==> src/rtl/core/pidc_fifo.sv <==
// Small first-in first-out queue built from a register array.
// Used between front and back and on the result side. No dependencies.
`timescale 1ns / 1ps

module pidc_fifo #(
  parameter int WIDTH = 8,
  parameter int DEPTH = 4
) (
  input  logic                       clk,
  input  logic                       rst,
  input  logic                       wr_en,
  input  logic [WIDTH-1:0]           wr_data,
  input  logic                       rd_en,
  output logic [WIDTH-1:0]           rd_data,
  output logic                       full,
  output logic                       empty,
  output logic [$clog2(DEPTH+1)-1:0] count
);

  localparam int PTR_W = (DEPTH > 1) ? $clog2(DEPTH) : 1;
  localparam int CNT_W = $clog2(DEPTH + 1);

  logic [WIDTH-1:0] mem [DEPTH];
  logic [PTR_W-1:0] wr_ptr;
  logic [PTR_W-1:0] rd_ptr;
  logic             do_wr;
  logic             do_rd;

  assign do_wr   = wr_en && !full;
  assign do_rd   = rd_en && !empty;
  assign full    = (count == CNT_W'(DEPTH));
  assign empty   = (count == '0);
  assign rd_data = mem[rd_ptr];

  always_ff @(posedge clk) begin
    if (do_wr) begin
      mem[wr_ptr] <= wr_data;
    end
  end

  always_ff @(posedge clk) begin
    if (rst) begin
      wr_ptr <= '0;
      rd_ptr <= '0;
      count  <= '0;
    end else begin
      if (do_wr) begin
        wr_ptr <= (wr_ptr == PTR_W'(DEPTH - 1)) ? '0 : wr_ptr + 1'b1;
      end
      if (do_rd) begin
        rd_ptr <= (rd_ptr == PTR_W'(DEPTH - 1)) ? '0 : rd_ptr + 1'b1;
      end
      if (do_wr && !do_rd) begin
        count <= count + 1'b1;
      end else if (do_rd && !do_wr) begin
        count <= count - 1'b1;
      end
    end
  end

endmodule

==> config.mk <==
export PLATFORM = sky130hd
export DESIGN_NAME = pidc_fifo
export DESIGN_NICKNAME = d
export VERILOG_FILES = /design/src/rtl/core/pidc_fifo.sv
export SDC_FILE = /design/constraint.sdc
export NUM_CORES = 1
export LEC_CHECK = 0
export BUFFER_PORTS_ARGS = -buffer_cell sky130_fd_sc_hd__buf_2
export CORE_MARGIN = 2
export CORE_UTILIZATION = 55
export CTS_BUF_LIST = sky130_fd_sc_hd__clkbuf_8
export CTS_CLUSTER_SIZE = 16
export DETAILED_ROUTE_END_ITERATION = 12
export MAX_ROUTING_LAYER = met4
export PLACE_DENSITY = 0.84
export RECOVER_POWER = 50
export SLEW_MARGIN = 25
export SYNTH_ARGS = -nofsm -noshare
export SYNTH_HDL_FRONTEND = slang
export SYNTH_SLANG_ARGS = --single-unit
==> constraint.sdc <==
create_clock -name clk -period 2.5 [get_ports clk]
set_input_delay 0.25 -clock clk [delete_from_list [all_inputs] [get_ports clk]]
set_output_delay 0.25 -clock clk [all_outputs]
set_load 0.01 [all_outputs]
# --- Yosys cells after proc, flatten, opt, wreduce, memory -nomap -nowiden ---
# Memory sizes are Yosys's and may differ from the RTL's. A register that Yosys moved wholly into a read port is not among the register bits.
# Cells that the tools add are included.
word_totals:
  reg_bits: 7
  ramBits: 32
  input_bits: 12
  word_cells: 29
  memories: 1
op_classes:
  n_addsub: 4
  n_eq_ne: 3
  mux: 8
  reduce_logical: 10
memory_table:
  columns: ["memory", "depth", "word_bits", "read_ports", "rd_clocked_by_memory_dff", "write_ports", "line_no", "text"]
  rows:
  - ["mem", 4, 8, 1, 1, 1, "23", "logic [WIDTH-1:0] mem [DEPTH];"]
ops:
  columns: ["op", "n"]
  rows:
  - ["$mux 2", 4]
  - ["$mux 3", 2]
  - ["$add 2x1->2 const B", 2]
  - ["$eq 2x2->1 const B", 2]
  - ["$logic_and 1x1->1", 4]
  - ["$logic_not 1->1", 4]
  - ["$add 3x1->3 const B", 1]
  - ["$eq 3x3->1 const B", 1]
  - ["$logic_not 3->1", 1]
  - ["$sub 3x1->3 const B", 1]
  - ["$mux 1", 2]
  - ["$reduce_bool 2->1", 1]

# --- Longest topological paths before layout ---
# Gate-level depths: netlist of the first run.
depth:
  ltp_word: 7
  depth_mapped: 10
  ltp_nobuf: 9

# --- Worst setup path before layout of the first run ---
# No wires, ideal clock.
synth_path:
  path_type: "register to register"
  from: "reg count[0]"
  to: "reg count[2]"
  setup_ps: 70
  arrival_time_ps: 2066
  slack_ps: 364
  path_stages_with_launch: 11
  period_less_slack_ps: 2136
  path_cell_list: "dfxtp_1 or3b_1 buf_6 clkinv_8 nor2_4 ha_1 inv_1 fa_1 xor2_1 or3_1 a21oi_1"
synth_via:
  elab_chain_cells: 6
  elab_cells_between_ends: 15
  cone_classes: "add/sub: 2; eq/ne: 1; mux: 2; reduce/logical: 10"
synth_lines:
  columns: ["item", "line_no", "text"]
  rows:
  - ["start: declaration", "17", "output logic [$clog2(DEPTH+1)-1:0] count"]
  - ["start signal: assignment", "54", "count <= count + 1'b1;"]
  - ["start signal: assignment", "56", "count <= count - 1'b1;"]
  - ["$eq 3x3->1 (*)", "31", "assign full = (count == CNT_W'(DEPTH));"]
  - ["net full", "15", "output logic full,"]
  - ["$logic_not 1->1 (*)", "29", "assign do_wr = wr_en && !full;"]
  - ["$logic_and 1x1->1 (*)", "29", null]
  - ["net do_wr", "26", "logic do_wr;"]
  - ["$logic_not 1->1", "55", "end else if (do_rd && !do_wr) begin"]
  - ["$logic_and 1x1->1", "55", null]
  - ["$reduce_bool 2->1 (no source line)", null, null]
# Mark *: on every way through the listed nets, which the timed path passes. The rest lies on a longest branch. The select of a mux whose other input is x is not followed.
# A chain may end at the register's enable or synchronous reset.

# --- Worst setup path in the final report of the first run ---
layout_path:
  from: "reg count[0]"
  to: "reg count[2]"
layout_via:
  elab_chain_cells: 6
  elab_cells_between_ends: 15
  cone_classes: "add/sub: 2; eq/ne: 1; mux: 2; reduce/logical: 10"
layout_lines:
  columns: ["item", "line_no"]
  rows:
  - ["$eq 3x3->1 (*)", "31"]
  - ["$logic_not 1->1 (*)", "29"]
  - ["$logic_and 1x1->1 (*)", "29"]
  - ["net do_wr", "26"]
  - ["$logic_not 1->1", "55"]
  - ["$logic_and 1x1->1", "55"]
  - ["$reduce_bool 2->1 (no source line)", null]
# Marked as above.

==> impl_metrics.json, run 1 <==
{
  "cts_hold_buf": 0,
  "grt_use_total_pct": 17.1,
  "finalPower_mw": 1.78,
  "area_growth_pct": 12.1,
  "max_stage_delay_ps": 490,
  "die_h_um": 59.1,
  "core-area_um2": 2830,
  "crit_cells": 9,
  "row_count": 19,
  "slew_headroom_pct": 65.2,
  "critPathKind": "register to register",
  "slowest_stage": "dfxtp_1",
  "clock_path_buffers": 2,
  "wl_um": 2640,
  "end_kind": "register",
  "syn_avg_cell_area_um2": 18.1,
  "hpwl_um": 1860,
  "drive_gt1_share_pct": 28.3,
  "diodes": 0,
  "grt_pass1_wl_um": 4130,
  "netlist_instances": 92,
  "setup_viol": 0,
  "synth_fp_nets": 111,
  "tns_ps": 0,
  "powerDensity_nw_per_um2": 954,
  "synth-async-reset-ratio_pct": 0,
  "io_pins": 25,
  "overflow": 0,
  "vias": 896,
  "min_period_ps": 2360,
  "grt_max_degree": 14,
  "numCtsBuffers": 5,
  "cts_tree": "yes",
  "fmax_ghz": 0.423,
  "synth_cell_types": 27,
  "period_share_pct": 94.6,
  "critPathLaunchType": "register",
  "critPathBufInv": 2,
  "drv_cap": 0,
  "hold_path.class": "input pin to register",
  "synth_flop_cell": "edfxtp_1",
  "final_cell_area_um2": 1870,
  "start_util_pct": 59.0,
  "crit_family": "simple AND/OR/NAND/NOR gates",
  "grt_pass1_vias": 921,
  "finalHoldViolations": 0,
  "drt_iter0_drc": 31,
  "cts.sinks": 41,
  "avgRoutedWirePerCell_um": 17.5,
  "placed_area_um2": 1800,
  "postRouteAntennaNets": 0,
  "synth-edff-count": 32,
  "firstDrtPassIters": 4,
  "die_area_um2": 3490,
  "fin_skew_ps": 6.17,
  "worstMarginPinSlew_ps": 522,
  "post_cts_buffers": 0,
  "place_ws_ps": 183,
  "netlist_area_um2": 1670,
  "worst_slack_ps": 136,
  "gp_congestion": 0.770,
  "die_w_um": 59.1,
  "crit_chain": "or3b_1, clkinv_8, nor2_4, ha_1, inv_1, fa_1, xor2_1, or3_1, a21oi_1",
  "h-tree-depth": 2,
  "seq_area_frac_synth_pct": 68.4,
  "min_delay_path_depth": 1,
  "place.port_buffers": 24,
  "drv_slew": 0,
  "insertion_delay_ps": 280,
  "route.detailed.drc": 0,
  "worstRegToRegCells": 9,
  "run_status": "finished, final reports clean",
  "cp.required_ps": 2720,
  "rsz0062_at_grt": "no",
  "antenna_found_initial": 0,
  "fin_nets": 138,
  "clk_pin_slew_worst_paths_ps": 80,
  "ir_drop_mv": 0.544,
  "ys_seq_elements": 41,
  "p_leak_nw": 0.684,
  "arrival_ps": 2580,
  "vias_per_cell": 5.93,
  "worstPathMaxFanout": 7,
  "root_buffer": "clkbuf_8",
  "cts.repair.resized": 0,
  "ys_warn_count": 0
}
[cell usage in the layout, fill, tap and decap left out]
master	n
o31ai_1	1
a21oi_1	2
clkbuf_8	5
nand3_1	2
ha_1	6
nor2_4	1
and3_1	4
fa_1	1
mux2i_1	2
edfxtp_1	32
o21ai_0	1
clkinvlp_4	1
or3b_1	1
mux4_2	8
nor2_1	3
xor2_1	2
clkinv_2	2
a21oi_2	1
nand2_1	1
bufinv_8	1
or3_1	2
buf_2	13
dfxtp_1	9
clkbuf_1	11
clkinv_8	1
nor3_1	2
o21ai_1	1
inv_1	3
o31ai_2	1
[flip-flops by register name (all words and copies together), names as in the netlist, named ones only]
register,flops
count,3
rd_ptr,2
mem,32
wr_ptr,2
[worst register-to-register path, cell delays in order, from the launching register on]
cell	delay, ps
dfxtp_1	490
or3b_1	400
clkinv_8	90
nor2_4	90
ha_1	190
inv_1	60
fa_1	370
xor2_1	170
or3_1	310
a21oi_1	130
[per-stage QoR]
step	hold WS (ps)	instances	utilization (%)
after floorplan	349	92	-
after global placement	460	143	63.8
after detailed placement	470	143	63.8
after CTS	178	151	66.8
after global routing	231	151	66.2
final	227	151	66.2
[synthesized netlist by cell type, types with 2 or more instances]
library cell	count	area share (%)
a21oi_1	2	0.60
and3_1	4	1.5
dfxtp_1	9	11
edfxtp_1	32	58
ha_1	6	4.5
inv_1	3	0.67
mux2i_1	2	1.2
mux4_2	8	11
nand3_1	2	0.60
nor2_1	3	0.67
nor3_1	2	0.60
o31ai_2	2	1.5
or3_1	2	0.75
xor2_1	2	1.0
[worst paths after layout]
kind / startpoint / endpoint / slack [ps]
setup reg to reg: count[0] / count[2] / 140
setup / recovery: count[0] / count[2] / 140
hold reg to reg: rd_ptr[0] / rd_ptr[0] / 520
hold / removal: wr_data[4] / mem[3][4] / 230
[routing by layer]
layer	wire length (µm)	share of wire [%]	track usage, %
met5	0	0	-
met4	20	0.76	6.17
met3	116	4.4	4.15
met2	1470	56	30.5
met1	1030	39	18.5
[logic make-up (layout without fill, tap and decap cells)]
kind of cell             after synthesis  in the layout  synth area share [%]
flip-flops                            41             41                  68.4
XOR/XNOR                               2              2                  1.05
buffers and inverters                  9             37                  4.12
multiplexers                          10             10                  12.0
AND/OR/NAND/NOR                       16             16                  5.55
AO/OA/AOI/OAI                          7              7                  3.22
adder cells (fa/ha/maj)                7              7                  5.70
[report_power, final]
| group | switching (mW) | internal, mW | total, mW |
|---|---|---|---|
| combinational | 0.235 | 0.226 | 0.461 |
| clock | 0.215 | 0.192 | 0.408 |
| sequential | 0.0851 | 0.831 | 0.917 |
| total | 0.535 | 1.25 | 1.78 |
[area by class of cell]
type                            count  area (µm²)
Clock buffer                        5        68.8
Sequential cell                    41        1140
Tap cell                           31        38.8
Multi-Input combinational cell     42         454
Clock inverter                      3        17.5
Inverter                            5        45.0
Timing Repair Buffer               24         106
Fill cell                         194         957
No activity file was read; power rests on OpenSTA's default activity.
==> run 2: changes to the inputs <==
--- a/config.mk
+++ b/config.mk
@@ -5,15 +5,16 @@
 export SDC_FILE = /design/constraint.sdc
 export NUM_CORES = 1
 export LEC_CHECK = 0
-export BUFFER_PORTS_ARGS = -buffer_cell sky130_fd_sc_hd__buf_2
 export CORE_MARGIN = 2
 export CORE_UTILIZATION = 55
 export CTS_BUF_LIST = sky130_fd_sc_hd__clkbuf_8
 export CTS_CLUSTER_SIZE = 16
 export DETAILED_ROUTE_END_ITERATION = 12
+export DONT_BUFFER_PORTS = 1
 export MAX_ROUTING_LAYER = met4
-export PLACE_DENSITY = 0.84
+export PLACE_DENSITY = 0.77
 export RECOVER_POWER = 50
+export REMOVE_ABC_BUFFERS = 1
 export SLEW_MARGIN = 25
 export SYNTH_ARGS = -nofsm -noshare
 export SYNTH_HDL_FRONTEND = slang
==> run 2 against run 1 <==
  * Sequential share of layout area rose by 2.2 points
  * Largest power group unchanged
  * First-iteration DRC count decreased by 55%
  * Worst hold slack worse by 210 ps
==> impl_metrics.json, run 2 (same netlist as run 1, synthesis figures left out) <==
{
  "cts_tree": "yes",
  "critPathLaunchType": "register",
  "diodes": 0,
  "clock_path_buffers": 2,
  "h-tree-depth": 2,
  "r2r_end": "count[2]",
  "fin_nets": 116,
  "gp_congestion": 0.628,
  "vias_per_cell": 5.90,
  "drt_iter0_drc": 14,
  "min_delay_path_depth": 1,
  "comb_power_share_pct": 20.6,
  "end_kind": "register",
  "cp.required_ps": 2720,
  "dp.cells": 121,
  "worstRegToRegCells": 9,
  "final_cell_mix": "edfxtp_1 (32), dfxtp_1 (9), mux4_2 (8)",
  "overflow": 0,
  "drive_gt1_share_pct": 21.4,
  "worst_slack_ps": 202,
  "drv_cap": 0,
  "post_cts_buffers": 0,
  "whs_endpoint": "wr_ptr[1]",
  "arrival_ps": 2520,
  "core-area_um2": 2830,
  "rsz0062_at_grt": "no",
  "gr-usage-met2_pct": 25.7,
  "finalHoldViolations": 0,
  "powerDensity_nw_per_um2": 1010,
  "fin_skew_ps": 7.40,
  "postRouteAntennaNets": 0,
  "critPathKind": "register to register",
  "root_buffer": "clkbuf_8",
  "drv_slew": 0,
  "place_ws_ps": 209,
  "wl_um": 2300,
  "power_frac_seq_pct": 50.4,
  "fmax_ghz": 0.435,
  "slew_headroom_pct": 63.9,
  "worstPathMaxFanout": 7,
  "worstMarginPinSlew_ps": 540,
  "grt_pass1_vias": 849,
  "grt_pass1_wl_um": 3930,
  "min_period_ps": 2300,
  "vias": 761,
  "hpwl_um": 1650,
  "die_area_um2": 3490,
  "start_util_pct": 59.0,
  "grt_max_degree": 13,
  "numCtsBuffers": 5,
  "cts_hold_buf": 0,
  "largest_reg_flops": 32,
  "area_growth_pct": 8.32,
  "place.port_buffers": 0,
  "antenna_found_initial": 0,
  "slowest_stage": "dfxtp_1",
  "avgRoutedWirePerCell_um": 17.9,
  "p_int_mw": 1.33,
  "top_usage_layer": "met2",
  "crit_cells": 9,
  "final_common_cell": "edfxtp_1",
  "ir_drop_mv": 0.668,
  "hold_path.class": "input pin to register",
  "use_met3_pct": 9.17,
  "p_switching_mw": 0.487,
  "min_from": "rst",
  "pwr-share-clk_pct": 29.0,
  "final_util_pct": 63.9,
  "cts.repair.resized": 0,
  "p_leak_nw": 0.640,
  "firstDrtPassIters": 4,
  "crit_family": "simple AND/OR/NAND/NOR gates",
  "hold_slack_ps": 18.3,
  "max_stage_delay_ps": 440,
  "placed_area_um2": 1700,
  "cts.sinks": 41,
  "setup_viol": 0,
  "fin_cells": 129,
  "finalPower_mw": 1.82,
  "p_sw_share_pct": 26.8,
  "largest-register": "mem",
  "io_pins": 25,
  "final_cell_area_um2": 1810,
  "die_h_um": 59.1,
  "rr_startpoint": "count[0]",
  "r2r_slack_ps": 200,
  "die_w_um": 59.1,
  "gr-usage-met1_pct": 18.8,
  "tns_ps": 0,
  "period_share_pct": 91.9,
  "crit_chain": "or3b_1, clkinv_8, nor2_4, ha_1, inv_1, fa_1, xor2_1, or3_1, a21oi_1",
  "reg_top3": "mem: 32 flops, count: 3 flops",
  "insertion_delay_ps": 290,
  "critPathBufInv": 2,
  "run_status": "finished, final reports clean",
  "route.detailed.drc": 0,
  "grt_use_total_pct": 16.7,
  "row_count": 19,
  "clk_pin_slew_worst_paths_ps": 70
}
[run 2: worst max path at each step]
stage	start	end	slack (ps)
after CTS	count[0]	count[2]	190
after floorplan	count[0]	count[2]	270
after global routing	count[0]	count[2]	50
final	count[0]	count[2]	200
after global placement	count[2]	count[2]	280
after detailed placement	count[0]	count[2]	210
[run 2: metal layers]
layer | wire, µm | vias to the layer above
li1 | - | 360
met1 | 958 | 372
met2 | 1120 | 26
met3 | 200 | 3
met4 | 25 | 0
met5 | 0 | -
[run 2: cell type report]
type | instances | area, µm²
Fill cell | 191 | 1020
Sequential cell | 41 | 1140
Timing Repair Buffer | 2 | 7.51
Inverter | 5 | 45.0
Multi-Input combinational cell | 42 | 459
Clock buffer | 6 | 82.6
Clock inverter | 2 | 33.8
Tap cell | 31 | 38.8
[run 2: power by group through the flow]
stage / Sequential, mW / Combinational [mW] / Clock (mW)
floorplan: 0.920 / 0.312 / 0
global placement: 0.929 / 0.381 / 0
detailed placement: 0.936 / 0.388 / 0
CTS: 0.920 / 0.391 / 0.540
global route: 0.933 / 0.417 / 0.570
finish: 0.916 / 0.375 / 0.527
[run 2: worst register-to-register path: cells and delay by family, from the launching register on]
family          cells  cell delay, ps
buf+inv             2             160
xor+xnor            1             160
flops               1             440
simple gates        3             780
compound gates      1             130
fa+ha+maj           2             550
==> run 3: changes to the inputs <==
--- a/config.mk
+++ b/config.mk
@@ -6,13 +6,12 @@
 export NUM_CORES = 1
 export LEC_CHECK = 0
 export CORE_MARGIN = 2
-export CORE_UTILIZATION = 55
+export CORE_UTILIZATION = 33
 export CTS_BUF_LIST = sky130_fd_sc_hd__clkbuf_8
 export CTS_CLUSTER_SIZE = 16
 export DETAILED_ROUTE_END_ITERATION = 12
 export DONT_BUFFER_PORTS = 1
-export MAX_ROUTING_LAYER = met4
-export PLACE_DENSITY = 0.77
+export PLACE_DENSITY = 0.54
 export RECOVER_POWER = 50
 export REMOVE_ABC_BUFFERS = 1
 export SLEW_MARGIN = 25
==> run 3 against run 2 <==
  * Sequential power is essentially flat
  * Sequential share of layout area decreased by 0.78 points
  * Utilization down 26 points
  * Via count grew 1.8%
  * Maximum frequency hardly changed
  * Clock power is 22% lower
  * Total power shrank 6.1%
  * Worst hold slack is essentially flat
==> impl_metrics.json, run 3 (same netlist as run 1, synthesis figures left out) <==
{
  "worstRegToRegCells": 9,
  "vias": 775,
  "min_delay_path_depth": 1,
  "insertion_delay_ps": 290,
  "reg_top3": "mem: 32 flops, count: 3 flops",
  "h-tree-depth": 2,
  "area_growth_pct": 9.67,
  "hpwl_um": 1750,
  "regArea_um2": 1140,
  "critPathLaunchType": "register",
  "ir_drop_mv": 0.361,
  "pwr-share-clk_pct": 24.0,
  "p_int_mw": 1.20,
  "firstDrtPassIters": 4,
  "cts_hold_buf": 0,
  "largest-register": "mem",
  "avgRoutedWirePerCell_um": 15.9,
  "crit_cells": 9,
  "drive_gt1_share_pct": 20.2,
  "io_pins": 25,
  "worstMarginPinSlew_ps": 551,
  "worstPathMaxFanout": 7,
  "final_cell_mix": "edfxtp_1 (32), dfxtp_1 (9), mux4_2 (8)",
  "root_buffer": "clkbuf_8",
  "overflow": 0,
  "comb_power_share_pct": 22.2,
  "p_sw_share_pct": 29.7,
  "drv_cap": 0,
  "grt_pass1_vias": 810,
  "slew_headroom_pct": 63.2,
  "diodes": 0,
  "finalPower_mw": 1.71,
  "fin_nets": 117,
  "die_h_um": 75.1,
  "hold_path.class": "input pin to register",
  "drt_iter0_drc": 17,
  "max_stage_delay_ps": 460,
  "clock_path_buffers": 2,
  "drv_slew": 0,
  "finalHoldViolations": 0,
  "p_switching_mw": 0.507,
  "hold_slack_ps": 17.9,
  "clk_pin_slew_worst_paths_ps": 70,
  "p_leak_nw": 0.625,
  "grt_pass1_wl_um": 4090,
  "row_count": 25,
  "grt_use_total_pct": 10.7,
  "period_share_pct": 91.9,
  "powerDensity_nw_per_um2": 933,
  "die_area_um2": 5640,
  "die_w_um": 75.1,
  "start_util_pct": 34.9,
  "grt_max_degree": 14,
  "postRouteAntennaNets": 0,
  "crit_family": "simple AND/OR/NAND/NOR gates",
  "run_status": "finished, final reports clean",
  "arrival_ps": 2520,
  "slowest_stage": "dfxtp_1",
  "cts_tree": "yes",
  "post_cts_buffers": 0,
  "power_frac_seq_pct": 53.8,
  "critPathKind": "register to register",
  "cp.required_ps": 2730,
  "rsz0062_at_grt": "no",
  "antenna_found_initial": 0,
  "wl_um": 2640,
  "crit_chain": "or3b_1, clkinv_8, nor2_4, ha_1, inv_1, fa_1, xor2_1, or3_1, a21oi_1",
  "critPathBufInv": 2,
  "route.detailed.drc": 0,
  "cts.repair.resized": 0,
  "setup_viol": 0,
  "core-area_um2": 4790,
  "cts.sinks": 41,
  "gp_congestion": 0.696,
  "final_common_cell": "edfxtp_1",
  "fin_skew_ps": 3.73,
  "vias_per_cell": 4.67,
  "numCtsBuffers": 5,
  "end_kind": "register",
  "min_period_ps": 2300,
  "fmax_ghz": 0.435,
  "multi_input_area_um2": 459,
  "tns_ps": 0,
  "fill_cells": 444,
  "place.port_buffers": 0,
  "largest_reg_flops": 32
}
==> run 3: cell types whose count changed in the layout (fill, tap and decap cells not counted) <==
cell | before | now
bufinv_16 | 1 | 0
clkbuf_8 | 6 | 5
clkinv_1 | 0 | 1
clkinvlp_4 | 0 | 1
dlygate4sd3_1 | 0 | 1
==> run 3: worst reg2reg max path, cell delays in order, from the launching register on <==
cell and delay, ps:
dfxtp_1 460, or3b_1 370, clkinv_8 100, nor2_4 110
ha_1 180, inv_1 60, fa_1 370, xor2_1 160
or3_1 300, a21oi_1 130
==> run 3: worst paths after layout <==
check             startpoint  endpoint  slack, ps
setup / recovery    count[1]  count[2]        200
setup reg to reg    count[1]  count[2]        200
hold reg to reg    rd_ptr[0]  register        500
hold / removal           rst  count[2]         20
==> run 3: area by class of cell <==
type                       instances  area share [%]
clock buffer                       5            3.76
clock inverter                     3           0.820
inverter                           5            2.46
multi-input combinational         42            25.1
sequential                        41            62.3
tap                               67            4.58
timing repair buffer               3           0.957
==> run 3: power by group through the flow <==
| stage | sequential [mW] | combinational [mW] | clock (mW) |
|---|---|---|---|
| global route | 0.936 | 0.430 | 0.456 |
| CTS | 0.923 | 0.396 | 0.428 |
| finish | 0.918 | 0.380 | 0.410 |
| global placement | 0.934 | 0.383 | 0 |
| floorplan | 0.920 | 0.312 | 0 |
| detailed placement | 0.939 | 0.394 | 0 |
==> run 3: routing by layer <==
metal	part of all wire [%]	track usage (%)	vias up	wire, µm
met4	2.1	5.36	0	55
met5	0	0	-	0
met2	52	17.4	23	1370
li1	-	-	361	-
met3	7.2	5.49	6	189
met1	39	11.3	385	1020
==> run 3: metrics by stage <==
step	instances	setup WS (ps)	area [µm²]	utilization, %
CTS	165	192	1830	38.2
floorplan	88	266	1650	-
global route	166	34.2	1830	38.2
finish	166	203	1830	38.2
detailed placement	157	219	1740	36.4
global placement	157	245	1740	36.4
