[src/rtl/core/pidc_pkg.sv]
// Package for the positional PID block: register indexes, reset values,
// the command record passed from front to back, and the gain set record.
// No dependencies.
`timescale 1ns / 1ps

package pidc_pkg;

  localparam int CFG_DATA_W  = 24;
  localparam int CFG_INDEX_W = 2;
  localparam int GAIN_W      = 24;
  localparam int LIMIT_W     = 20;
  localparam int VALUE_W     = 32;
  localparam int ERR_W       = 33;
  localparam int INTEG_W     = 21;
  localparam int DIFF_W      = 34;
  localparam int ACC_W       = 61;

  localparam logic [CFG_INDEX_W-1:0] REG_PROP_GAIN   = 2'd0;
  localparam logic [CFG_INDEX_W-1:0] REG_INTEG_GAIN  = 2'd1;
  localparam logic [CFG_INDEX_W-1:0] REG_DERIV_GAIN  = 2'd2;
  localparam logic [CFG_INDEX_W-1:0] REG_INTEG_LIMIT = 2'd3;

  localparam logic [GAIN_W-1:0]  PROP_GAIN_RESET   = 24'd2490;
  localparam logic [GAIN_W-1:0]  INTEG_GAIN_RESET  = 24'd0;
  localparam logic [GAIN_W-1:0]  DERIV_GAIN_RESET  = 24'd5571;
  localparam logic [LIMIT_W-1:0] INTEG_LIMIT_RESET = 20'd5000;

  localparam logic ACTION_COMPUTE = 1'b0;
  localparam logic ACTION_RESET   = 1'b1;

  typedef struct packed {
    logic                      reset_op;
    logic signed [ERR_W-1:0]   err;
    logic signed [INTEG_W-1:0] integ;
    logic signed [DIFF_W-1:0]  diff;
  } pidc_cmd_t;

  typedef struct packed {
    logic [GAIN_W-1:0] prop;
    logic [GAIN_W-1:0] integ;
    logic [GAIN_W-1:0] deriv;
  } pidc_gains_t;

endpackage

[src/rtl/core/pidc_front.sv]
// Front end of the PID block: accepts transactions, keeps the error history
// and the clamped integral, and issues one command per transaction.
// Depends on pidc_pkg.
`timescale 1ns / 1ps

module pidc_front
  import pidc_pkg::*;
(
  input  logic                      clk,
  input  logic                      rst,
  input  logic                      accept,
  input  logic                      action,
  input  logic signed [VALUE_W-1:0] measured,
  input  logic signed [VALUE_W-1:0] setpoint,
  input  logic [LIMIT_W-1:0]        integ_limit,
  output logic                      cmd_valid,
  output pidc_cmd_t                 cmd
);

  logic signed [ERR_W-1:0]   last_error;
  logic signed [INTEG_W-1:0] error_integral;
  logic signed [ERR_W-1:0]   err;
  logic signed [DIFF_W-1:0]  sum;
  logic signed [DIFF_W-1:0]  lim_pos;
  logic signed [DIFF_W-1:0]  lim_neg;
  logic signed [INTEG_W-1:0] integ_next;

  always_comb begin
    err     = ERR_W'(setpoint) - ERR_W'(measured);
    sum     = DIFF_W'(error_integral) + DIFF_W'(err);
    lim_pos = $signed({{(DIFF_W-LIMIT_W){1'b0}}, integ_limit});
    lim_neg = -lim_pos;
    if (sum > lim_pos) begin
      integ_next = INTEG_W'(lim_pos);
    end else if (sum < lim_neg) begin
      integ_next = INTEG_W'(lim_neg);
    end else begin
      integ_next = INTEG_W'(sum);
    end
  end

  always_comb begin
    cmd_valid = accept;
    if (action == ACTION_RESET) begin
      cmd.reset_op = 1'b1;
      cmd.err      = '0;
      cmd.integ    = '0;
      cmd.diff     = '0;
    end else begin
      cmd.reset_op = 1'b0;
      cmd.err      = err;
      cmd.integ    = integ_next;
      cmd.diff     = DIFF_W'(err) - DIFF_W'(last_error);
    end
  end

  always_ff @(posedge clk) begin
    if (rst) begin
      last_error     <= '0;
      error_integral <= '0;
    end else if (accept) begin
      if (action == ACTION_RESET) begin
        last_error     <= '0;
        error_integral <= '0;
      end else begin
        last_error     <= err;
        error_integral <= integ_next;
      end
    end
  end

endmodule

[config.mk]
export PLATFORM = sky130hd
export DESIGN_NAME = pidc_front
export DESIGN_NICKNAME = d
export VERILOG_FILES = /design/src/rtl/core/pidc_pkg.sv /design/src/rtl/core/pidc_front.sv
export SDC_FILE = /design/constraint.sdc
export NUM_CORES = 1
export LEC_CHECK = 0
export BUFFER_PORTS_ARGS = -buffer_cell sky130_fd_sc_hd__buf_4
export CORE_UTILIZATION = 30
export DETAILED_ROUTE_END_ITERATION = 12
export MAX_ROUTING_LAYER = met4
export PLACE_DENSITY = 0.56
export SETUP_SLACK_MARGIN = 0.02
export SLEW_MARGIN = 15
export SYNTH_ARGS = -nofsm -noshare
export SYNTH_HDL_FRONTEND = slang
export SYNTH_SLANG_ARGS = --single-unit
export TNS_END_PERCENT = 1
[constraint.sdc]
create_clock -name clk -period 15.1 [get_ports clk]
set_input_delay 3.02 -clock clk [delete_from_list [all_inputs] [get_ports clk]]
set_output_delay 3.02 -clock clk [all_outputs]
set_load 0.02 [all_outputs]
Yosys cells after proc, flatten, opt, wreduce, memory -nomap -nowiden
Cells that the tools add are included.

Register bits: 54. Latch bits: 0. Memory bits (writable): 0. ROM bits: 0. Output and inout port bits: 90. Memories: 0.

$add $sub $neg: 4. $mul: 0. Divide/modulo/power cells: 0. $lt $le $gt $ge: 2. Eq/ne operators: 0. Shift operators: 0. Multiplexer cells: 5. Bitwise logic cells: 0. Reductions and logical operators: 0.

Operators by type and width (count): $mux W89 (1); $mux W21 (3); $add A21 B33 Y34 (1); $gt A34 B21 Y1 (1); $lt A34 B34 Y1 (1); $neg A20 Y34 (1); $sub A33 B33 Y34 (1); $mux W33 (1); $sub A32 B32 Y33 (1).

Depth between registers and ports, before layout
Gate-level depths: netlist (run 1).

Depth after elaboration: 6. Depth in mapped cells: 39.

Worst setup path before layout (run 1)
OpenSTA, ideal clock, no wires.

Path type: input to output. From: in setpoint[0]. To: out cmd[38] (netlist bit). Arrival: 10.002 ns. Slack: 2.078 ns. Stages: 39. Buffers on the path: 3. Cell sequence: inv_1 ha_1 fa_1 nor2b_1 o21ai_0 a21boi_0 o21ai_0 nand2b_1 a21oi_1 o21ai_0 a21oi_1 o21bai_1 a21oi_1 xnor2_1 ha_1 clkbuf_1 a21oi_1 o21ai_0 [3 not listed] a21boi_0 xnor2_1 ha_1 nand3_1 nor4_1 a22o_1 a211oi_1 a221oi_1 nand3_1 o311a_1 o31a_1 maj3_2 o211ai_4 and3_1 buf_6 buf_8 mux2i_1 a2111oi_2.

RTL lines: start: declaration (RTL line pidc_front.sv:14) `input logic signed [VALUE_W-1:0] setpoint,`; end: declaration (RTL line pidc_front.sv:17) `output pidc_cmd_t cmd`.

==> summary.md, run 1 <==
| Metric | Value |
|---|---|
| Status | `completed` |
| Distinct cells, synth | `87` |
| CP Data Arrival Time | `around 11 ns` |
| Slew @ Worst Pin | `about 1 ns` |
| Post-detail-place hpwl | `~27 mm` |
| CTS H-Tree Depth | `2` |
| Top area cells in the synthesized netlist | `ha_1 (19%), dfxtp_1 (11%), xnor2_1 (5.9%)` |
| # diodes | `0` |
| Worst setup EP type | `primary output` |
| DIE WIDTH | `between 150 and 200 µm` |
| Sw Ratio | `a little over half` |
| Clock Power Share | `between 10% and 20%` |
| CORE AREA | `between 0.03 and 0.04 mm²` |
| Worst Path Buf+Inv | `3` |
| GR Util All Layers | `a little over 20%` |
| Final cell count without fillers | `just under 2,000` |
| Placer Congestion | `roughly 0.93` |
| Final hold viol count | `0` |
| Layout area overhead | `19.3%` |
| Starting density of the core | `a little under a third` |
| Standard-cell rows | `65` |
| Clk_lat worst skew | `0.32 ns` |
| Fin crit period | `roughly 14 ns` |
| Initial antenna violation count | `0` |
| Max Cap Viol | `0` |
| Final net count | `1,736` |
| Normalized max-slew margin | `between 30 and 40%` |
| Power Density | `approximately 120 mW/mm²` |
| Storage cell area | `roughly 0.0011 mm²` |
| Kind of critical path | `input port to primary output` |
| HP Class | `flip-flop to flip-flop` |
| RSZ-0062 raised after global routing | `false` |
| Drt drc | `0` |
| Vias/cell | `roughly 5.2` |
| Peak supply drop | `a little over 0.05 mV` |
| Post-synth top area share | `between 10% and 20%` |
| Combinational Power Share | `roughly 77%` |
| Resize count post-CTS | `0` |
| Port Buffers | `177` |
| Leading area contributor after synthesis | `ha_1` |
| Routed wire length | `about 33 mm` |
| Clock Pin Slew Worst Setup and Hold Paths | `approximately 0.080 ns` |
| Setup TNS Final | `0 ns` |
| CP startpoint kind | `input port` |
| Final setup margin | `0.870 ns` |
| Number of synthesized flops with an enable pin | `0` |
| Mapped cell area | `slightly below 0.01 mm²` |
| Fmax | `around 70 MHz` |
| CP max stage delay | `0.41 ns` |
| Top-count cell post-synth | `ha_1` |
| CTS tree | `done` |
| Finish-stage setup viols | `0` |
| Layout cell share with drive strength beyond 1 | `15.5%` |
| Cell family with most CP delay | `compound AO/OA/AOI/OAI gates` |
| Pre-Repair DR Iteration Count | `5` |
| I/O pins | `between 150 and 200` |
| Internal power | `~650 µW` |
| Net count after synthesis | `between 1,500 and 2,000` |
| Num CTS Buffers | `5` |
| Pins Over Slew Limit | `0` |
| Pleak | `around 5.5 nW` |
| Period Utilization, post-route | `around 94%` |
| CP max stage cell | `ha_1` |
| Largest net degree at the start of global routing | `52` |
| Via count | `approximately 10,000` |
| Initial drt markers | `639` |
| Required time of the critical path | `between 10 and 15 ns` |
| WL/cell | `approximately 17 µm` |
| Die Ht | `around 180 µm` |
| Fill cells | `~3,500` |
| Hold buffer count at CTS | `0` |
| Ys flop type | `dfxtp_1` |
| Post-synthesis cell count | `1,351` |
| Clock skew | `0.0123 ns` |
| CTS sink count | `54` |
| Clock Tree Root | `clkbuf_16` |
| DP Cell Count | `just under 2,000` |
| Post-Synthesis Mean Instance Area | `approximately 7.3 µm²` |
| Synthesis-stage register bit count | `between 50 and 60` |
| Ys async rst share | `0%` |
| Post-synthesis sequential area ratio | `~11%` |
| First-pass GRT wire length | `a little over 50 mm` |
| DIE AREA | `about 0.033 mm²` |
| Most instantiated cells after synthesis | `ha_1 (150), inv_1 (140), nor2_1 (132)` |
| Power share of the sequential group | `between 10% and 20%` |
| CTS Buffer Depth | `2` |
| Pre-CTS WS | `between 0.9 and 1 ns` |
| Multi-input gate area | `0.00797 mm²` |
| Remaining global-route overflow | `0` |
| Antenna-violating nets left | `0` |
| Total chip power | `1.36 mW` |
| Post-CTS Setup Repair Bufs | `0` |
| Number of global-route vias before repair | `roughly 9,600` |
| Sw power | `711 µW` |
| Hold slack final | `0.466 ns` |
| YS warnings | `0` |
| CP max FO | `between 50 and 60` |
## tightest hold or removal path: cells and delay by family, from the launching register on
kind	cells	cell delay (ns)
AO/OA/AOI/OAI	1	0.06
flip-flops	1	0.33
AND/OR/NAND/NOR	1	0.04
## kinds of logic (layout without fill, tap and decap cells)
family | count (synthesis) | count (layout) | share of synthesized area [%]
fa+ha+maj | 155 | 155 | 20.0
xor+xnor | 95 | 95 | 8.49
flops | 54 | 54 | 11.0
simple gates | 425 | 425 | 21.7
mux | 42 | 42 | 4.30
buf+inv | 187 | 332 | 7.74
compound gates | 393 | 393 | 26.7
## layout make-up
class | instances | share of cell area [%]
well taps | 435 | 4.66
inverters | 141 | 4.53
flip-flops and latches | 54 | 9.25
clock buffers | 6 | 1.19
multi-input cells | 1110 | 68.2
repair buffers | 183 | 11.9
clock inverters | 2 | 0.332
## power groups by stage
stage,clock network [mW],logic [mW],registers [mW]
after floorplan,0,0.736,0.164
after global placement,0,1.04,0.171
after detailed placement,0,1.04,0.171
after CTS,0.155,1.05,0.167
after global routing,0.160,1.15,0.169
final,0.151,1.05,0.167
## state kept, by name (all words and copies together), names as in the netlist
register	count
last_error	33
error_integral	21
## path summary, 6_finish.rpt
check                            startpoint                        endpoint  slack (ns)  depth (start not counted)
max                             measured[0]                         cmd[36]        0.87                         37
min             last_error[21]$_SDFFE_PP0P_     last_error[21]$_SDFFE_PP0P_        0.47                          2
max reg2reg  error_integral[1]$_SDFFE_PP0P_  error_integral[8]$_SDFFE_PP0P_        8.24                         23
min reg2reg     last_error[21]$_SDFFE_PP0P_     last_error[21]$_SDFFE_PP0P_        0.47                          2
## through the flow
step                      util (%)  instance area, µm²
final                         36.7               11700
after global routing          36.7               11700
after CTS                     36.7               11700
after detailed placement      36.1               11500
after global placement        36.1               11500
after floorplan                  -                9800
## routing by layer
metal  part of all wire [%]  track usage, %  up-vias
li1                       -               -     5118
met1                     47            26.3     4661
met2                     46            33.2      268
met3                    4.4            2.29       26
met4                    1.9            5.04        0
met5                      0               -        -
## cell usage in the layout (no fill, tap or decap), types with 13 or more instances in the layout
cell	count
a211oi_1	13
a21o_1	42
a21oi_1	100
a31oi_1	17
and2_1	41
buf_4	182
dfxtp_1	54
ha_1	150
inv_1	140
mux2i_1	41
nand2_1	89
nand3_1	33
nand4_1	21
nor2_1	131
nor2b_1	15
nor3_1	23
o21ai_0	88
xnor2_1	66
xor2_1	29
Note: power is estimated with default switching activity, not from simulation.
==> inputs of run 2 (changes only) <==
--- a/config.mk
+++ b/config.mk
@@ -5,6 +5,7 @@
 export SDC_FILE = /design/constraint.sdc
 export NUM_CORES = 1
 export LEC_CHECK = 0
+export ABC_AREA = 1
 export BUFFER_PORTS_ARGS = -buffer_cell sky130_fd_sc_hd__buf_4
 export CORE_UTILIZATION = 30
 export DETAILED_ROUTE_END_ITERATION = 12
==> run 2 against run 1 <==
Against the previous run: clock-buffer cell count is the same; maximum frequency grew 11%; synthesized area grew 10%; clock power shrank 13%; critical endpoint is now cmd[49].
==> summary.md, run 2 <==
| Metric | Value |
|---|---|
| Mapped cell area | `0.0108 mm² (+10%)` |
| Slew @ Worst Pin | `1.10 ns (+0.0693 ns)` |
| Net count after synthesis | `2,086 (+31%)` |
| DP Cell Count | `2,446 (+27%)` |
| Commonest non-fill, non-tap cells in the layout | `nand2_1 (388), inv_1 (372), a21oi_1 (187)` |
| Final cell count without fillers | `2,454 (+27%)` |
| Fill cells | `3,979 (+15%)` |
| CTS H-Tree Depth | `2 (unchanged)` |
| CP Data Arrival Time | `9.77 ns (-1.44 ns)` |
| RSZ-0062 raised after global routing | `false` |
| Normalized max-slew margin | `26.8% (-4.5 points)` |
| Synthesis-stage register bit count | `54 (unchanged)` |
| Clock skew | `0.0116 ns (-0.000756 ns)` |
| CTS tree | `done` |
| Post-synthesis sequential area ratio | `10.0% (-1.0 points)` |
| WL met1 | `17.8 mm (+14%)` |
| Die Ht | `192 µm (+4.8%)` |
| Post-synthesis cell count | `1,845 (+37%)` |
| Ys async rst share | `0% (unchanged)` |
| Via count | `11,895 (+18%)` |
| CTS Buffer Depth | `2 (unchanged)` |
| Number of global-route vias before repair | `11,023 (+15%)` |
| CTS sink count | `54 (unchanged)` |
| Hold wc startpoint | `last_error[14]$_SDFFE_PP0P_` |
| I/O pins | `178 (unchanged)` |
| Standard-cell rows | `69 (+6.2%)` |
| CORE AREA | `0.0355 mm² (+11%)` |
| Resize count post-CTS | `0 (unchanged)` |
| Worst r2r src | `error_integral[0]$_SDFFE_PP0P_` |
| Fin crit period | `12.79 ns (-1.44 ns)` |
| Layout cell share with drive strength beyond 1 | `14.3% (-1.2 points)` |
| Hold Path End | `last_error[14]$_SDFFE_PP0P_` |
| Regs by FF count | `last_error (33), error_integral (21)` |
| Remaining global-route overflow | `0 (unchanged)` |
| Worst setup EP type | `primary output` |
| Largest net degree at the start of global routing | `110 (+110%)` |
| Starting density of the core | `30.4% (-0.37 points)` |
| Clk_lat worst skew | `0.33 ns (about the same)` |
| Top-count cell post-synth | `nand2_1` |
| Clock Pin Slew Worst Setup and Hold Paths | `0.08 ns (about the same)` |
| Antenna-violating nets left | `0 (unchanged)` |
| Final hold viol count | `0 (unchanged)` |
| # diodes | `0 (unchanged)` |
| Pins Over Slew Limit | `0 (unchanged)` |
| Max reg flops | `33 (unchanged)` |
| Storage cell area | `0.00108 mm² (unchanged)` |
| Post-CTS Setup Repair Bufs | `0 (unchanged)` |
| Routed wire length | `37.1 mm (+12%)` |
| Most flop-heavy register | `last_error` |
| Initial drt markers | `754 (+18%)` |
| CP max stage cell | `nand2_1` |
| HP Class | `flip-flop to flip-flop` |
| GR Util All Layers | `20.9% (+0.65 points)` |
| Layout area overhead | `17.2%` |
| Port Buffers | `177 (unchanged)` |
| Vias/cell | `4.85 (-7.1%)` |
| Finish-stage setup viols | `0 (unchanged)` |
| Drt drc | `0 (unchanged)` |
| Num CTS Buffers | `5 (unchanged)` |
| Placer Congestion | `0.899 (-3.7%)` |
| Met3 wire len | `1.44 mm (-0.90%)` |
| Hold slack final | `0.533 ns (+0.0673 ns)` |
| DIE WIDTH | `192 µm (+4.8%)` |
| Kind of critical path | `input port to primary output` |
| Pre-Repair DR Iteration Count | `5 (unchanged)` |
| Most used cell, CP | `nand2_1` |
| Post-Synthesis Mean Instance Area | `5.84 µm² (-19%)` |
| DIE AREA | `0.0367 mm² (+9.9%)` |
| Initial antenna violation count | `0 (unchanged)` |
| Leading area contributor after synthesis | `ha_1` |
| Final net count | `2,233 (+29%)` |
| Most instantiated cells after synthesis | `nand2_1 (388), inv_1 (372), a21oi_1 (187)` |
| Hold buffer count at CTS | `0 (unchanged)` |
| YS warnings | `0 (unchanged)` |
| Number of synthesized flops with an enable pin | `0 (unchanged)` |
| Distinct cells, synth | `50 (-43%)` |
| Setup TNS Final | `0 ns (unchanged)` |
| Post-synth top area share | `17.4% (-1.7 points)` |
| Max Cap Viol | `0 (unchanged)` |
| Commonest non-fill, non-tap cell in the layout | `nand2_1` |
| Multi-input gate area | `0.00805 mm² (+1.1%)` |
| Top area cells in the synthesized netlist | `ha_1 (17%), nand2_1 (14%), inv_1 (13%)` |
| Clock Tree Root | `clkbuf_16` |
| Pleak | `7.09 nW (+28%)` |
| CP max FO | `24 (-53%)` |
| Status | `completed` |
| Post-detail-place hpwl | `31.7 mm (+16%)` |
| Required time of the critical path | `12.08 ns (about the same)` |
| Power Density | `116 mW/mm² (-1.1%)` |
| Fmax | `78.2 MHz (+11%)` |
| Peak supply drop | `0.0514 mV (-0.13%)` |
| CP max stage delay | `0.57 ns (+0.16 ns)` |
| DR WL met2 | `17.2 mm (+12%)` |
| Period Utilization, post-route | `84.7% (-9.6 points)` |
| R2r setup slk | `9.93 ns (+1.69 ns)` |
| CP startpoint kind | `input port` |
| First-pass GRT wire length | `58.5 mm (+13%)` |
| WL/cell | `15.1 µm (-12%)` |
| Crit Reg-Reg Endpoint | `error_integral[15]$_SDFFE_PP0P_` |
| Max layer used | `met4` |
| Ys flop type | `dfxtp_1` |
| Hold Crit Depth | `2 (unchanged)` |
| Worst r2r path cells | `31 (+35%)` |
run 2: cell types whose count changed in the layout (fill, tap and decap cells not counted), moves of 16 or more:
| cell | previous run | this run |
|---|---|---|
| o21ai_0 | 88 | 120 |
| inv_1 | 140 | 372 |
| nand2_1 | 89 | 388 |
| a21oi_1 | 100 | 187 |
| nand3_1 | 33 | 100 |
| xnor2_1 | 66 | 11 |
| nand2_2 | 2 | 18 |
| a21oi_2 | 2 | 22 |
| a21o_1 | 42 | 5 |
| nand3_2 | 2 | 19 |
| and2_1 | 41 | 4 |
| mux2i_1 | 41 | 0 |
| nor2_1 | 131 | 165 |
run 2: how the worst max path moves through the flow:
| stage | startpoint | endpoint | slack (ns) | cells past startpoint |
|---|---|---|---|---|
| global placement | measured[0] | cmd[47] | 2.55 | 41 |
| detailed placement | measured[0] | cmd[49] | 2.37 | 41 |
| floorplan | setpoint[0] | cmd[44] | 4.23 | 45 |
| CTS | measured[0] | cmd[49] | 2.36 | 41 |
| global route | measured[0] | cmd[45] | 1.42 | 42 |
| finish | measured[0] | cmd[49] | 2.31 | 41 |
run 2: metal layers:
layer | vias to the layer above | global-route usage, %
met5 | - | -
met1 | 5322 | 27.7
met3 | 32 | 1.67
met2 | 281 | 34.3
li1 | 6260 | -
met4 | 0 | 4.64
run 2: cell families (layout without fill, tap and decap cells):
| logic type | after synthesis | in the layout | share of synthesized area [%] |
|---|---|---|---|
| flops | 54 | 54 | 10.0 |
| simple gates | 776 | 776 | 32.1 |
| xor+xnor | 54 | 54 | 4.39 |
| buf+inv | 417 | 565 | 15.2 |
| fa+ha+maj | 153 | 153 | 18.0 |
| compound gates | 391 | 391 | 20.2 |
run 2: layout make-up:
| type | instances | area share [%] |
|---|---|---|
| clock buffers | 6 | 1.10 |
| clock inverters | 2 | 0.0991 |
| inverters | 377 | 11.2 |
| multi-input cells | 1374 | 63.8 |
| flip-flops and latches | 54 | 8.56 |
| well taps | 461 | 4.57 |
| repair buffers | 180 | 10.7 |
run 2: worst max-delay path, delay by kind of cell:
family          cells  cell delay (ns)
xor+xnor            1             0.27
simple gates       22             2.98
fa+ha+maj           4             1.26
buf+inv             8             1.03
compound gates      6             1.21
run 2: where the power goes:
part           internal (mW)  total (mW)  switching [mW]
sequential             0.156       0.168          0.0119
clock                 0.0662       0.132          0.0658
combinational          0.404        1.16           0.755
total                  0.627        1.46           0.833
run 2: per-stage QoR:
stage	util (%)	total power [mW]	setup WS [ns]	cell area (µm²)
after floorplan	-	0.988	4.23	10800
after global placement	35.2	1.32	2.55	12500
after detailed placement	35.2	1.33	2.37	12500
after CTS	35.6	1.47	2.36	12600
after global routing	35.6	1.62	1.42	12600
final	35.6	1.46	2.31	12600
==> inputs of run 3 (changes only) <==
--- a/config.mk
+++ b/config.mk
@@ -10,7 +10,7 @@
 export CORE_UTILIZATION = 30
 export DETAILED_ROUTE_END_ITERATION = 12
 export MAX_ROUTING_LAYER = met4
-export PLACE_DENSITY = 0.56
+export PLACE_DENSITY = 0.58
 export SETUP_SLACK_MARGIN = 0.02
 export SLEW_MARGIN = 15
 export SYNTH_ARGS = -nofsm -noshare
==> constraint.sdc (replaced) <==
create_clock -name clk -period 10.3 [get_ports clk]
set_input_delay 2.06 -clock clk [delete_from_list [all_inputs] [get_ports clk]]
set_output_delay 2.06 -clock clk [all_outputs]
set_load 0.02 [all_outputs]
==> run 3 against run 2 <==
Against the previous run: final area grew 2.2%; sequential cell count unchanged; critical endpoint is now cmd[38]; clock-buffer cell count is the same; final cell count increased by 0.73%; combinational power increased by 54%.
==> summary.md, run 3 (synthesis gave the netlist of run 2 again) <==
| Metric | Value |
|---|---|
| Status | `completed` |
| Layout cell share with drive strength beyond 1 | `15.9% (+1.6 points)` |
| CP Data Arrival Time | `7.72 ns (-2.05 ns)` |
| Final hold viol count | `0 (unchanged)` |
| Most used cell, CP | `inv_1` |
| I/O pins | `178 (unchanged)` |
| CP max stage delay | `0.40 ns (-0.17 ns)` |
| Hold slack final | `0.533 ns (-0.0000640 ns)` |
| RSZ-0062 raised after global routing | `true` |
| Clock skew | `0.00235 ns (-0.00921 ns)` |
| Worst setup EP type | `primary output` |
| Setup TNS Final | `0 ns (unchanged)` |
| Most flop-heavy register | `last_error` |
| Remaining global-route overflow | `0 (unchanged)` |
| Number of global-route vias before repair | `10,970 (-0.48%)` |
| Drt drc | `0 (unchanged)` |
| Vias/cell | `4.93 (+1.7%)` |
| Initial drt markers | `739 (-2.0%)` |
| WL/cell | `15.3 µm (+1.2%)` |
| CP max stage cell | `fa_1` |
| Standard-cell rows | `69 (unchanged)` |
| Antenna-violating nets left | `0 (unchanged)` |
| Starting density of the core | `30.4% (unchanged)` |
| Finish-stage setup viols | `0 (unchanged)` |
| First-pass GRT wire length | `58.0 mm (-0.81%)` |
| DP Cell Count | `2,461 (+0.61%)` |
| Period Utilization, post-route | `approximately 95%` |
| Regs by FF count | `last_error (33), error_integral (21)` |
| Post-detail-place hpwl | `32.0 mm (+1.2%)` |
| CP max FO | `20 (-17%)` |
| Pins Over Slew Limit | `0 (unchanged)` |
| Max Cap Viol | `0 (unchanged)` |
| Fin crit period | `roughly 9.8 ns` |
| CORE AREA | `0.0355 mm² (unchanged)` |
| Pre-CTS WS | `0.162 ns (-2.20 ns)` |
| Layout area overhead | `19.8%` |
| Power Density | `172 mW/mm² (+49%)` |
| Commonest non-fill, non-tap cell in the layout | `nand2_1` |
| Die Ht | `192 µm (unchanged)` |
| # diodes | `0 (unchanged)` |
| Initial antenna violation count | `0 (unchanged)` |
| Clock Tree Root | `clkbuf_16` |
| Port Buffers | `177 (unchanged)` |
| Final setup margin | `0.519 ns (-1.79 ns)` |
| Via count | `12,186 (+2.4%)` |
| GR Util All Layers | `20.8% (-0.051 points)` |
| Routed wire length | `37.8 mm (+1.9%)` |
| Final net count | `2,251 (+0.81%)` |
| Kind of critical path | `input port to primary output` |
| Fmax | `between 100 and 150 MHz` |
| Largest net degree at the start of global routing | `110 (unchanged)` |
| Pre-Repair DR Iteration Count | `5 (unchanged)` |
| Pleak | `7.21 nW (+1.7%)` |
| CTS sink count | `54 (unchanged)` |
| Peak supply drop | `0.0774 mV (+51%)` |
| Fill cells | `3,981 (+0.050%)` |
| Num CTS Buffers | `5 (unchanged)` |
| HP Class | `flip-flop to flip-flop` |
| Clk_lat worst skew | `0.31 ns (-0.02 ns)` |
| Clock Pin Slew Worst Setup and Hold Paths | `0.08 ns (about the same)` |
| DIE AREA | `0.0367 mm² (unchanged)` |
| CTS tree | `done` |
| Required time of the critical path | `8.24 ns (-3.84 ns)` |
| DIE WIDTH | `192 µm (unchanged)` |
| Commonest non-fill, non-tap cells in the layout | `nand2_1 (387), inv_1 (372), buf_4 (193)` |
| Total chip power | `2.22 mW (+52%)` |
| CTS Buffer Depth | `2 (unchanged)` |
| Slew @ Worst Pin | `1.14 ns (+0.0398 ns)` |
| Max reg flops | `33 (unchanged)` |
| Placer Congestion | `0.957 (+6.4%)` |
| CTS H-Tree Depth | `2 (unchanged)` |
| CP startpoint kind | `input port` |
| Normalized max-slew margin | `24.2% (-2.7 points)` |
| Final cell count without fillers | `2,472 (+0.73%)` |
run 3: cell count changes in the layout (fill, tap and decap cells not counted), sizes merged:
| cell | before | now |
|---|---|---|
| buf | 180 | 197 |
| clkbuf | 6 | 7 |
run 3: cell type report:
cell class	count	area (µm²)	area share, %
multi-input cells	1374	8140	63.1
repair buffers	198	1540	11.9
inverters	377	1420	11.0
flip-flops and latches	54	1080	8.38
well taps	461	577	4.47
clock buffers	6	139	1.08
clock inverters	2	12.5	0.0970
run 3: worst max-delay path: cells and delay by family:
family | cells | cell delay (ns)
and+or+nand+nor | 12 | 1.53
adders and majority gates | 4 | 1.36
buffers and inverters | 11 | 1.35
AOI/OAI and AO/OA | 8 | 1.07
xor gates and xnor gates | 2 | 0.33
run 3: routing by layer:
metal  share of wire (%)  wire length [µm]  global-route usage, %  vias to the layer above
li1                    -                 -                      -                     6281
met1                  47             17700                   27.4                     5551
met2                  47             17600                   34.3                      313
met3                 4.9              1840                   2.00                       41
met4                 1.8               700                   4.40                        0
met5                   0                 0                      -                        -
run 3: path summary, 6_finish.rpt:
check | end | slack, ns | cells past startpoint | start
hold / removal | last_error[21]$_SDFFE_PP0P_ | 0.53 | 2 | last_error[21]$_SDFFE_PP0P_
setup reg to reg | error_integral[15]$_SDFFE_PP0P_ | 5.65 | 33 | error_integral[0]$_SDFFE_PP0P_
hold reg to reg | last_error[21]$_SDFFE_PP0P_ | 0.53 | 2 | last_error[21]$_SDFFE_PP0P_
setup / recovery | cmd[38] | 0.52 | 37 | measured[0]
run 3: where the power goes:
group	internal (mW)	leakage (nW)	total, mW	switching [mW]
clock network	0.0969	0.0729	0.188	0.0908
registers	0.229	0.446	0.243	0.0146
logic	0.643	6.69	1.79	1.15
total	0.968	7.21	2.22	1.25
run 3: what timing repair did:
item                       CTS  global route
hold buffers                 0             0
setup buffers                0             2
setup endpoints to repair    0            21
resized for setup            0            23
run 3: metrics by stage:
stage	util (%)	cell area, µm²
6_report	36.4	12900
5_1_grt	36.4	12900
4_1_cts	36.0	12800
3_5_place_dp	35.5	12600
3_3_place_gp	35.5	12600
2_1_floorplan	-	10800
